$ cat config.mk
export PLATFORM = sky130hd
export DESIGN_NAME = list_threshold_filter_delete_unit
export DESIGN_NICKNAME = d
export VERILOG_FILES = /design/src/ltfd_pkg.sv /design/src/ltfd_ram.sv /design/src/ltfd_cmp.sv /design/src/list_threshold_filter_delete_unit.sv
export SDC_FILE = /design/constraint.sdc
export NUM_CORES = 1
export LEC_CHECK = 0
export ABC_AREA = 1
export BUFFER_PORTS_ARGS = -buffer_cell sky130_fd_sc_hd__buf_2
export CAP_MARGIN = 20
export CELL_PAD_IN_SITES_DETAIL_PLACEMENT = 1
export CELL_PAD_IN_SITES_GLOBAL_PLACEMENT = 2
export CORE_MARGIN = 4
export CORE_UTILIZATION = 44
export CTS_CLUSTER_SIZE = 12
export DETAILED_ROUTE_END_ITERATION = 6
export MAX_ROUTING_LAYER = met4
export PLACE_DENSITY_LB_ADDON = 0.1
export SYNTH_ARGS = -nofsm -noshare
export SYNTH_HDL_FRONTEND = slang
export SYNTH_SLANG_ARGS = --single-unit
$ cat constraint.sdc
create_clock -name clock -period 7.6 [get_ports clock]
set_input_delay 1.14 -clock clock [delete_from_list [all_inputs] [get_ports clock]]
set_output_delay 1.14 -clock clock [all_outputs]
set_load 0.1 [all_outputs]
$ cat src/ltfd_pkg.sv
// ltfd_pkg: sizes, command codes and status codes of the list threshold filter delete unit
// used by ltfd_cmp, the top module and the testbench; no dependencies
package ltfd_pkg;

   localparam int LIST_DEPTH = 32;
   localparam int DATA_W = 32;
   localparam int ADDR_W = (LIST_DEPTH > 1) ? $clog2(LIST_DEPTH) : 1;
   localparam int CNT_W = $clog2(LIST_DEPTH + 1);
   localparam int SIZE_W = 6;

   localparam logic [1:0] CMD_APPEND = 2'd0;
   localparam logic [1:0] CMD_READ = 2'd1;
   localparam logic [1:0] CMD_DELETE = 2'd2;

   localparam logic [1:0] ST_OK = 2'd0;
   localparam logic [1:0] ST_FULL = 2'd1;
   localparam logic [1:0] ST_EMPTY = 2'd2;

   localparam logic DIR_AT_OR_BELOW = 1'b0;

   typedef logic signed [DATA_W-1:0] data_type;
   typedef logic [CNT_W-1:0] count_type;
   typedef logic [ADDR_W-1:0] addr_type;

endpackage

$ cat src/ltfd_ram.sv
// ltfd_ram: generic single write port, single read port ram with registered read data
// no dependencies
module ltfd_ram #(
   parameter int WIDTH = 32,
   parameter int DEPTH = 32,
   localparam int AW = (DEPTH > 1) ? $clog2(DEPTH) : 1
) (
   input  logic             clock,
   input  logic             wr_en,
   input  logic [AW-1:0]    wr_addr,
   input  logic [WIDTH-1:0] wr_data,
   input  logic [AW-1:0]    rd_addr,
   output logic [WIDTH-1:0] rd_data
);

   logic [WIDTH-1:0] mem_ff [DEPTH];
   logic [WIDTH-1:0] rd_data_ff;

   always_ff @(posedge clock) begin
      if (wr_en) begin
         mem_ff[wr_addr] <= wr_data;
      end
      rd_data_ff <= mem_ff[rd_addr];
   end

   assign rd_data = rd_data_ff;

endmodule

$ cat src/ltfd_cmp.sv
// ltfd_cmp: shared signed compare unit that decides whether an entry is removed
// depends on ltfd_pkg for the data type and direction code
module ltfd_cmp (
   input  ltfd_pkg::data_type entry,
   input  ltfd_pkg::data_type threshold,
   input  logic               direction,
   output logic               hit
);

   always_comb begin
      if (direction == ltfd_pkg::DIR_AT_OR_BELOW) begin
         hit = (entry <= threshold);
      end else begin
         hit = (entry >= threshold);
      end
   end

endmodule

$ cat src/list_threshold_filter_delete_unit.sv
// list_threshold_filter_delete_unit: ordered list with append, read-out and filter delete
// depends on ltfd_pkg, ltfd_ram (entry store) and ltfd_cmp (shared compare unit)
//
//   channel  | ports                                         | handshake
//   ---------+-----------------------------------------------+---------------------------
//   request  | req_command, req_value, req_direction         | start high, busy low
//   response | rsp_status, rsp_item, rsp_final_res,          | rsp_valid strobe, one cycle
//            | rsp_size_now                                  |
//
// append and empty-list commands: response on the next cycle
// read-out and filter delete: busy for the scan and drain states, one ram read per entry,
// compare unit and ram port used once per entry; responses registered after ram read
// reset clears the fill count, sequencer and strobe; entries are undefined until written
// the receiver cannot stall: every response word is shown for one cycle only
module list_threshold_filter_delete_unit (
   input  logic        clock,
   input  logic        reset,
   input  logic        start,
   output logic        busy,
   input  logic [1:0]  req_command,
   input  logic signed [31:0] req_value,
   input  logic        req_direction,
   output logic        rsp_valid,
   output logic [1:0]  rsp_status,
   output logic signed [31:0] rsp_item,
   output logic        rsp_final_res,
   output logic [5:0]  rsp_size_now
);

   localparam logic [1:0] S_IDLE = 2'd0;
   localparam logic [1:0] S_SCAN = 2'd1;
   localparam logic [1:0] S_DRAIN = 2'd2;

   logic [1:0] state_ff, state_in;
   ltfd_pkg::count_type fill_ff, fill_in;
   ltfd_pkg::count_type kept_ff, kept_in;
   ltfd_pkg::addr_type idx_ff, idx_in;
   logic dv_ff, dv_in;
   logic dv_last_ff, dv_last_in;
   logic [1:0] op_ff, op_in;
   ltfd_pkg::data_type thr_ff, thr_in;
   logic dir_ff, dir_in;

   logic rsp_valid_ff, rsp_valid_in;
   logic [1:0] rsp_status_ff, rsp_status_in;
   ltfd_pkg::data_type rsp_item_ff, rsp_item_in;
   logic rsp_final_ff, rsp_final_in;
   logic [ltfd_pkg::SIZE_W-1:0] rsp_size_ff, rsp_size_in;

   logic wr_en;
   ltfd_pkg::addr_type wr_addr;
   ltfd_pkg::data_type wr_data;
   logic [ltfd_pkg::DATA_W-1:0] rd_data;
   ltfd_pkg::data_type entry;
   logic hit;
   logic accept;
   ltfd_pkg::count_type kept_next;

   ltfd_ram #(
      .WIDTH(ltfd_pkg::DATA_W),
      .DEPTH(ltfd_pkg::LIST_DEPTH)
   ) u_ram (
      .clock  (clock),
      .wr_en  (wr_en),
      .wr_addr(wr_addr),
      .wr_data(wr_data),
      .rd_addr(idx_ff),
      .rd_data(rd_data)
   );

   assign entry = rd_data;

   ltfd_cmp u_cmp (
      .entry    (entry),
      .threshold(thr_ff),
      .direction(dir_ff),
      .hit      (hit)
   );

   assign busy = (state_ff != S_IDLE);
   assign accept = start && !busy;
   assign kept_next = kept_ff + ltfd_pkg::CNT_W'(!hit);

   always_comb begin
      state_in = state_ff;
      fill_in = fill_ff;
      kept_in = kept_ff;
      idx_in = idx_ff;
      dv_in = 1'b0;
      dv_last_in = 1'b0;
      op_in = op_ff;
      thr_in = thr_ff;
      dir_in = dir_ff;
      rsp_valid_in = 1'b0;
      rsp_status_in = rsp_status_ff;
      rsp_item_in = rsp_item_ff;
      rsp_final_in = rsp_final_ff;
      rsp_size_in = rsp_size_ff;
      wr_en = 1'b0;
      wr_addr = fill_ff[ltfd_pkg::ADDR_W-1:0];
      wr_data = req_value;

      unique case (state_ff)
         S_IDLE: begin
            if (accept) begin
               priority if (req_command == ltfd_pkg::CMD_APPEND) begin
                  rsp_valid_in = 1'b1;
                  rsp_item_in = req_value;
                  rsp_final_in = 1'b1;
                  if (fill_ff == ltfd_pkg::CNT_W'(ltfd_pkg::LIST_DEPTH)) begin
                     rsp_status_in = ltfd_pkg::ST_FULL;
                     rsp_size_in = ltfd_pkg::SIZE_W'(fill_ff);
                  end else begin
                     wr_en = 1'b1;
                     fill_in = fill_ff + ltfd_pkg::CNT_W'(1);
                     rsp_status_in = ltfd_pkg::ST_OK;
                     rsp_size_in = ltfd_pkg::SIZE_W'(fill_in);
                  end
               end else if (req_command == ltfd_pkg::CMD_READ ||
                            req_command == ltfd_pkg::CMD_DELETE) begin
                  if (fill_ff == '0) begin
                     rsp_valid_in = 1'b1;
                     rsp_status_in = ltfd_pkg::ST_EMPTY;
                     rsp_item_in = '0;
                     rsp_final_in = 1'b1;
                     rsp_size_in = '0;
                  end else begin
                     state_in = S_SCAN;
                     op_in = req_command;
                     thr_in = req_value;
                     dir_in = req_direction;
                     idx_in = '0;
                     kept_in = '0;
                  end
               end else begin
                  state_in = S_IDLE;
               end
            end
         end
         S_SCAN: begin
            dv_in = 1'b1;
            idx_in = idx_ff + ltfd_pkg::ADDR_W'(1);
            if (ltfd_pkg::CNT_W'(idx_ff) == fill_ff - ltfd_pkg::CNT_W'(1)) begin
               dv_last_in = 1'b1;
               state_in = S_DRAIN;
            end
         end
         S_DRAIN: begin
            state_in = S_IDLE;
         end
         default: begin
            state_in = S_IDLE;
         end
      endcase

      // data word from the ram, one per entry
      if (dv_ff) begin
         if (op_ff == ltfd_pkg::CMD_READ) begin
            rsp_valid_in = 1'b1;
            rsp_status_in = ltfd_pkg::ST_OK;
            rsp_item_in = entry;
            rsp_final_in = dv_last_ff;
            rsp_size_in = ltfd_pkg::SIZE_W'(fill_ff);
         end else begin
            if (!hit) begin
               wr_en = 1'b1;
               wr_addr = kept_ff[ltfd_pkg::ADDR_W-1:0];
               wr_data = entry;
            end
            kept_in = kept_next;
            if (dv_last_ff) begin
               fill_in = kept_next;
               rsp_valid_in = 1'b1;
               rsp_status_in = ltfd_pkg::ST_OK;
               rsp_item_in = ltfd_pkg::DATA_W'(fill_ff - kept_next);
               rsp_final_in = 1'b1;
               rsp_size_in = ltfd_pkg::SIZE_W'(kept_next);
            end
         end
      end
   end

   always_ff @(posedge clock) begin
      if (reset) begin
         state_ff <= S_IDLE;
         fill_ff <= '0;
         dv_ff <= 1'b0;
         dv_last_ff <= 1'b0;
         rsp_valid_ff <= 1'b0;
      end else begin
         state_ff <= state_in;
         fill_ff <= fill_in;
         dv_ff <= dv_in;
         dv_last_ff <= dv_last_in;
         rsp_valid_ff <= rsp_valid_in;
      end
      kept_ff <= kept_in;
      idx_ff <= idx_in;
      op_ff <= op_in;
      thr_ff <= thr_in;
      dir_ff <= dir_in;
      rsp_status_ff <= rsp_status_in;
      rsp_item_ff <= rsp_item_in;
      rsp_final_ff <= rsp_final_in;
      rsp_size_ff <= rsp_size_in;
   end

   assign rsp_valid = rsp_valid_ff;
   assign rsp_status = rsp_status_ff;
   assign rsp_item = rsp_item_ff;
   assign rsp_final_res = rsp_final_ff;
   assign rsp_size_now = rsp_size_ff;

   // checks
   a_fill_bound: assert property (@(posedge clock) disable iff (reset)
      fill_ff <= ltfd_pkg::CNT_W'(ltfd_pkg::LIST_DEPTH))
      else $error("fill count beyond list depth");

   a_data_in_scan: assert property (@(posedge clock) disable iff (reset)
      dv_ff |-> (state_ff == S_SCAN || state_ff == S_DRAIN))
      else $error("ram data word outside a scan");

   a_append_resp: assert property (@(posedge clock) disable iff (reset)
      (accept && req_command == ltfd_pkg::CMD_APPEND) |=> (rsp_valid && rsp_final_res))
      else $error("append without a final response");

   a_empty_resp: assert property (@(posedge clock) disable iff (reset)
      (rsp_valid && rsp_status == ltfd_pkg::ST_EMPTY) |-> (rsp_size_now == '0 && rsp_final_res))
      else $error("empty status with entries held");

endmodule

==> results of run 1 <==
## registers in the layout, summed over array words and instances (netlist names)
| signal | flops |
|---|---|
| idx_ff | 5 |
| state_ff | 2 |
| dir_ff | 1 |
| op_ff | 2 |
| u_ram.mem_ff | 1024 |
| dv_last_ff | 1 |
| thr_ff | 32 |
| u_ram.rd_data | 32 |
| rsp_valid | 1 |
| rsp_item | 32 |
| dv_ff | 1 |
| rsp_final_res | 1 |
| rsp_size_now | 6 |
| fill_ff | 6 |
| rsp_status | 2 |
| kept_ff | 6 |
## per-layer routing
metal,vias up,GRT usage,part of all wire
li1,13831,-,-
met1,16316,0.393,0.45
met2,1205,0.431,0.47
met3,230,0.0351,0.065
met4,0,0.0610,0.023
met5,-,-,0
## worst max path at each step
stage | endpoint | slack, ns | cells past startpoint
after floorplan | kept_ff[2]$_DFF_P_ | 1.53 | 7
after global placement | u_ram.mem_ff[0][20]$_DFFE_PP_ | 2.62 | 14
after detailed placement | u_ram.mem_ff[24][16]$_DFFE_PP_ | 2.74 | 13
after CTS | u_ram.mem_ff[24][24]$_DFFE_PP_ | 2.71 | 13
after global routing | u_ram.mem_ff[24][24]$_DFFE_PP_ | 2.55 | 13
final | u_ram.mem_ff[24][16]$_DFFE_PP_ | 2.74 | 13
## cells by family (layout without fill, tap and decap cells)
logic type	count (synthesis)	after routing	share of synthesized area
simple gates	1124	1124	0.0991
xor+xnor	18	18	0.00340
other cells	0	1	0
compound gates	1061	1061	0.128
flops	1154	1154	0.729
fa+ha+maj	43	43	0.0118
buf+inv	340	481	0.0290
## tightest hold or removal path, delay by kind of cell, from the launching register on
family / cells / cell delay, ns
flip-flops: 1 / 0.32
AND/OR/NAND/NOR: 2 / 0.11
## metrics by stage
| stage | cell area [um^2] | setup WS, ns | hold slack, ns | utilization |
|---|---|---|---|---|
| floorplan | 46300 | 1.53 | 0.457 | - |
| global placement | 48300 | 2.62 | 0.447 | 0.464 |
| detailed placement | 48500 | 2.74 | 0.456 | 0.466 |
| CTS | 52100 | 2.71 | 0.471 | 0.500 |
| global route | 52500 | 2.55 | 0.493 | 0.504 |
| finish | 52500 | 2.74 | 0.466 | 0.504 |
## cell usage after synthesis (11+ instances only)
master | count | area [um^2]
buf_2 | 18 | 90.1
nor2_1 | 718 | 2700
o32ai_1 | 12 | 105
a32oi_1 | 26 | 228
o21ai_1 | 12 | 60.1
a21oi_1 | 26 | 130
ha_1 | 42 | 526
inv_1 | 86 | 323
nand3_1 | 43 | 215
o21ai_0 | 646 | 3230
nand2_1 | 306 | 1150
nand2_2 | 11 | 68.8
edfxtp_1 | 1064 | 32000
dfxtp_1 | 90 | 1800
clkbuf_1 | 215 | 807
o22ai_1 | 308 | 1930
xor2_1 | 11 | 96.3
## power by group
part,switching (W),internal (W)
logic,0.000652,0.000210
registers,0.0000487,0.00700
clock network,0.00241,0.00303
total,0.00312,0.0102
## cell type report
type	count	area [um^2]
Antenna cell	1	2.50
Timing Repair Buffer	173	1610
Inverter	93	364
Sequential cell	1154	33800
Clock inverter	51	340
Clock buffer	164	3180
Multi-Input combinational cell	2246	11500
Fill cell	10580	51600
Tap cell	1380	1730
==> results.json, run 1 <==
{
  "io_buffers": 80,
  "path_common_cell": "nand2_1",
  "power.density_mw_per_mm2": 254,
  "grt-ovfl-total": 0,
  "min_path_cells": 2,
  "final.setup.tns_ns": 0,
  "max_freq_mhz": 206,
  "synth-edff-count": 1064,
  "cp-end-kind": "flop",
  "hp-class": "reg -> reg",
  "dieHeight_um": 332,
  "outcome": "completed",
  "critical_path_class": "reg -> reg",
  "grt_use_total": 0.277,
  "cts_buffers": 119,
  "fin_crit_ns": 4.86,
  "fin_skew_ns": 0.0201,
  "layout-drive-gt1-share": 0.105,
  "cts_tree": "done",
  "h-tree-depth": 3,
  "cts_root_buffer": "clkbuf_16",
  "clk_pin_slew_ns": 0.06,
  "final_cell_mix": "1,064 x edfxtp_1, 683 x nor2_1, 644 x o21ai_0, 308 x o22ai_1, 306 x nand2_1",
  "first_iter_violations": 3355,
  "r2r_setup_slack_ns": 2.74,
  "routed_wl_mm": 152,
  "viasPerCell": 6.00,
  "maxCapViolCount": 0,
  "yosys_warnings": 0,
  "die-area_mm2": 0.111,
  "die_w_um": 332,
  "syn_inst": 3740,
  "start_kind": "flop",
  "fin_nets": 3868,
  "finalPower_w": 0.0133,
  "crit_chain": "inv_1 > ha_1 > nand2_2 > nor2_2 > nand4_2 > nor3b_2 > nand2_1 > nand3_4 > nand2_1 > nand2_1 > nand3_4 > nor2_4 > buf_4",
  "syn-num-nets": 3821,
  "min_from": "rsp_item[25]$_DFF_P_",
  "timing.rr.start": "thr_ff[31]$_DFFE_PP_",
  "cp_max_fo": 41,
  "drc": 0,
  "timing.rr.end": "u_ram.mem_ff[24][16]$_DFFE_PP_",
  "cts-resized-gates": 0,
  "critPathLaunch": "thr_ff[31]$_DFFE_PP_",
  "period_share": 0.640,
  "tightest_slew_ns": 1.22,
  "first_global_vias": 32152,
  "dr.pass1.iters": 5,
  "initial_core_util": 0.445,
  "place.gp.congestion": 0.839,
  "seq_area_frac_synth": 0.729,
  "core_mm2": 0.104,
  "postCtsSetupRepairBufs": 0,
  "area_growth_pct": 13.3,
  "grt_pass1_wl_mm": 221,
  "required_ns": 7.98,
  "leakagePower_nw": 17.5,
  "cts_buffer_depth": 3,
  "layout.cells.non_filler": 5262,
  "place_inst": 5029,
  "slew_viol_final": 0,
  "reg2regPathDepth": 13,
  "ctsHoldBuffers": 0,
  "min_to": "rsp_item[25]$_DFF_P_",
  "row_count": 118,
  "synthFlopType": "edfxtp_1",
  "clk-insertion-delay-late_ns": 0.71,
  "vias": 31582,
  "antenna_found_initial": 7,
  "final_antenna_net_count": 0,
  "grt_max_degree": 221,
  "cp.arrival_ns": 5.24,
  "io_pins": 81,
  "grt_setup_unrepaired": "false",
  "netlist_area_mm2": 0.0463,
  "ys_ff_latch": 1154,
  "crit_buf_inv": 2,
  "hpwl_mm": 84.5,
  "wl_per_cell_um": 28.9,
  "cts.sinks": 1154,
  "async_flop_share": 0,
  "crit_family": "simple AND/OR/NAND/NOR gates",
  "vdd_drop_max_mv": 0.212,
  "setup_violations": 0,
  "synth_cell_types": 54,
  "crit_slowest_cell": "nor2_4",
  "finalHoldViolCount": 0,
  "syn_avg_cell_area_um2": 12.4,
  "max_stage_delay_ns": 0.90,
  "slew_headroom": 0.185,
  "final_common_cell": "edfxtp_1"
}
(Power assumes the default switching activity.)
==> inputs of run 2 (changes only) <==
clock period = 4.9 ns   (was 7.6 ns; I/O delays follow)
==> run 2 against run 1 <==
Clock skew grew 0.0022 ns. Power grew 61%. Register-to-register slack worse by 1.9 ns. Sequential power grew 55%. Highest routed layer unchanged. Maximum frequency increased by 18%. Setup slack worse by 1.9 ns. Critical endpoint is now rsp_item[25]$_DFF_P_.
==> results.json, run 2 (synthesis gave the netlist of run 1 again) <==
{
  "outcome": "completed",
  "die_w_um": 332,
  "routed_wl_mm": 145,
  "cts_root_buffer": "clkbuf_16",
  "tightest_slew_ns": 1.05,
  "reg2regPathDepth": 18,
  "slew_headroom": 0.294,
  "vias": 31526,
  "place.gp.congestion": 0.854,
  "hpwl_mm": 82.0,
  "critical_path_class": "reg -> reg",
  "regArea_mm2": 0.0338,
  "fin_hold_ws_ns": 0.185,
  "dieHeight_um": 332,
  "largest_reg_flops": 1024,
  "cts_buffer_depth": 3,
  "final_antenna_net_count": 0,
  "finalHoldViolCount": 0,
  "final_cell_mix": "1,064 x edfxtp_1, 683 x nor2_1, 644 x o21ai_0, 308 x o22ai_1, 306 x nand2_1",
  "core_mm2": 0.104,
  "cts-resized-gates": 0,
  "top_register": "u_ram.mem_ff",
  "vdd_drop_max_mv": 0.355,
  "slew_viol_final": 0,
  "clk-insertion-delay-late_ns": 0.74,
  "antenna_found_initial": 2,
  "grt_use_total": 0.266,
  "postCtsSetupRepairBufs": 0,
  "power.density_mw_per_mm2": 404,
  "cp.arrival_ns": 4.71,
  "grt_max_degree": 175,
  "cts.sinks": 1154,
  "leakagePower_nw": 17.8,
  "die-area_mm2": 0.111,
  "multi_input_area_mm2": 0.0115,
  "setup_violations": 0,
  "ctsHoldBuffers": 0,
  "row_count": 118,
  "hp-class": "in -> reg",
  "viasPerCell": 5.94,
  "grt_setup_unrepaired": "false",
  "cts_tree": "done",
  "wl_per_cell_um": 27.4,
  "min_path_cells": 1,
  "final_common_cell": "edfxtp_1",
  "fin_nets": 3911,
  "max_freq_mhz": 243,
  "h-tree-depth": 4,
  "dr.pass1.iters": 6,
  "first_global_vias": 32591,
  "area_growth_pct": 14.4,
  "required_ns": 5.50,
  "maxCapViolCount": 0,
  "io_pins": 81,
  "clk_pin_slew_ns": 0.06,
  "fin_crit_ns": 4.11,
  "cp_max_fo": 26,
  "final.setup.tns_ns": 0,
  "cp-end-kind": "flop",
  "drc": 0,
  "nFillCells": 10493,
  "start_kind": "flop",
  "io_buffers": 80,
  "cts_buffers": 131,
  "grt-ovfl-total": 0,
  "grt_pass1_wl_mm": 214,
  "initial_core_util": 0.445,
  "period_share": 0.838,
  "first_iter_violations": 3174,
  "fin_skew_ns": 0.0224,
  "layout-drive-gt1-share": 0.120
}
run 2: layout make-up:
cell class | count | area share
flip-flops and latches | 1154 | 0.637
multi-input cells | 2246 | 0.217
clock buffers | 171 | 0.0696
well taps | 1380 | 0.0326
repair buffers | 204 | 0.0317
inverters | 93 | 0.00687
clock inverters | 58 | 0.00543
diodes | 1 | 0.0000472
run 2: metal layers:
metal / up-vias / GRT usage / wire length (um)
met1: 16340 / 0.362 / 64500
met2: 1070 / 0.426 / 69400
met5: - / - / 0
met4: 0 / 0.0626 / 2690
met3: 205 / 0.0381 / 8830
li1: 13911 / - / -
run 2: final timing paths:
path	startpoint	to	slack (ns)
worst min-delay path	req_command[1]	op_ff[1]$_DFFE_PP_	0.18
worst max register to register	thr_ff[31]$_DFFE_PP_	rsp_item[25]$_DFF_P_	0.79
worst max-delay path	thr_ff[31]$_DFFE_PP_	rsp_item[25]$_DFF_P_	0.79
worst min register to register	rsp_item[12]$_DFF_P_	rsp_item[12]$_DFF_P_	0.47
run 2: report_power, final:
part / internal, W / switching, W / leakage (nW)
registers: 0.0109 / 0.0000711 / 10.3
clock network: 0.00531 / 0.00390 / 1.97
logic: 0.000299 / 0.000993 / 5.55
total: 0.0165 / 0.00496 / 17.8
run 2: worst max-delay path: stages, from the launching register on:
cell and delay (ns):
edfxtp_1 0.33, inv_1 0.05, ha_1 0.34, nand2_2 0.08, nor2_2 0.14, nand4_2 0.13
nor3b_2 0.28, nand2_1 0.42, nand2_1 0.18, inv_1 0.05, ha_1 0.33, ha_1 0.24
fa_1 0.45, o21bai_1 0.16, o21ai_1 0.12, o21ai_1 0.13, a211o_1 0.13, buf_4 0.26
nand3_1 0.12
run 2: per-stage QoR:
stage	area, um^2	cells	power (W)	utilization	worst slack (ns)
floorplan	46300	3740	0.0120	-	0.903
global placement	48900	5074	0.0124	0.470	0.805
detailed placement	48900	5074	0.0124	0.470	0.726
CTS	52900	5303	0.0216	0.508	0.703
global route	53000	5306	0.0221	0.509	0.354
finish	53000	5307	0.0214	0.509	0.793
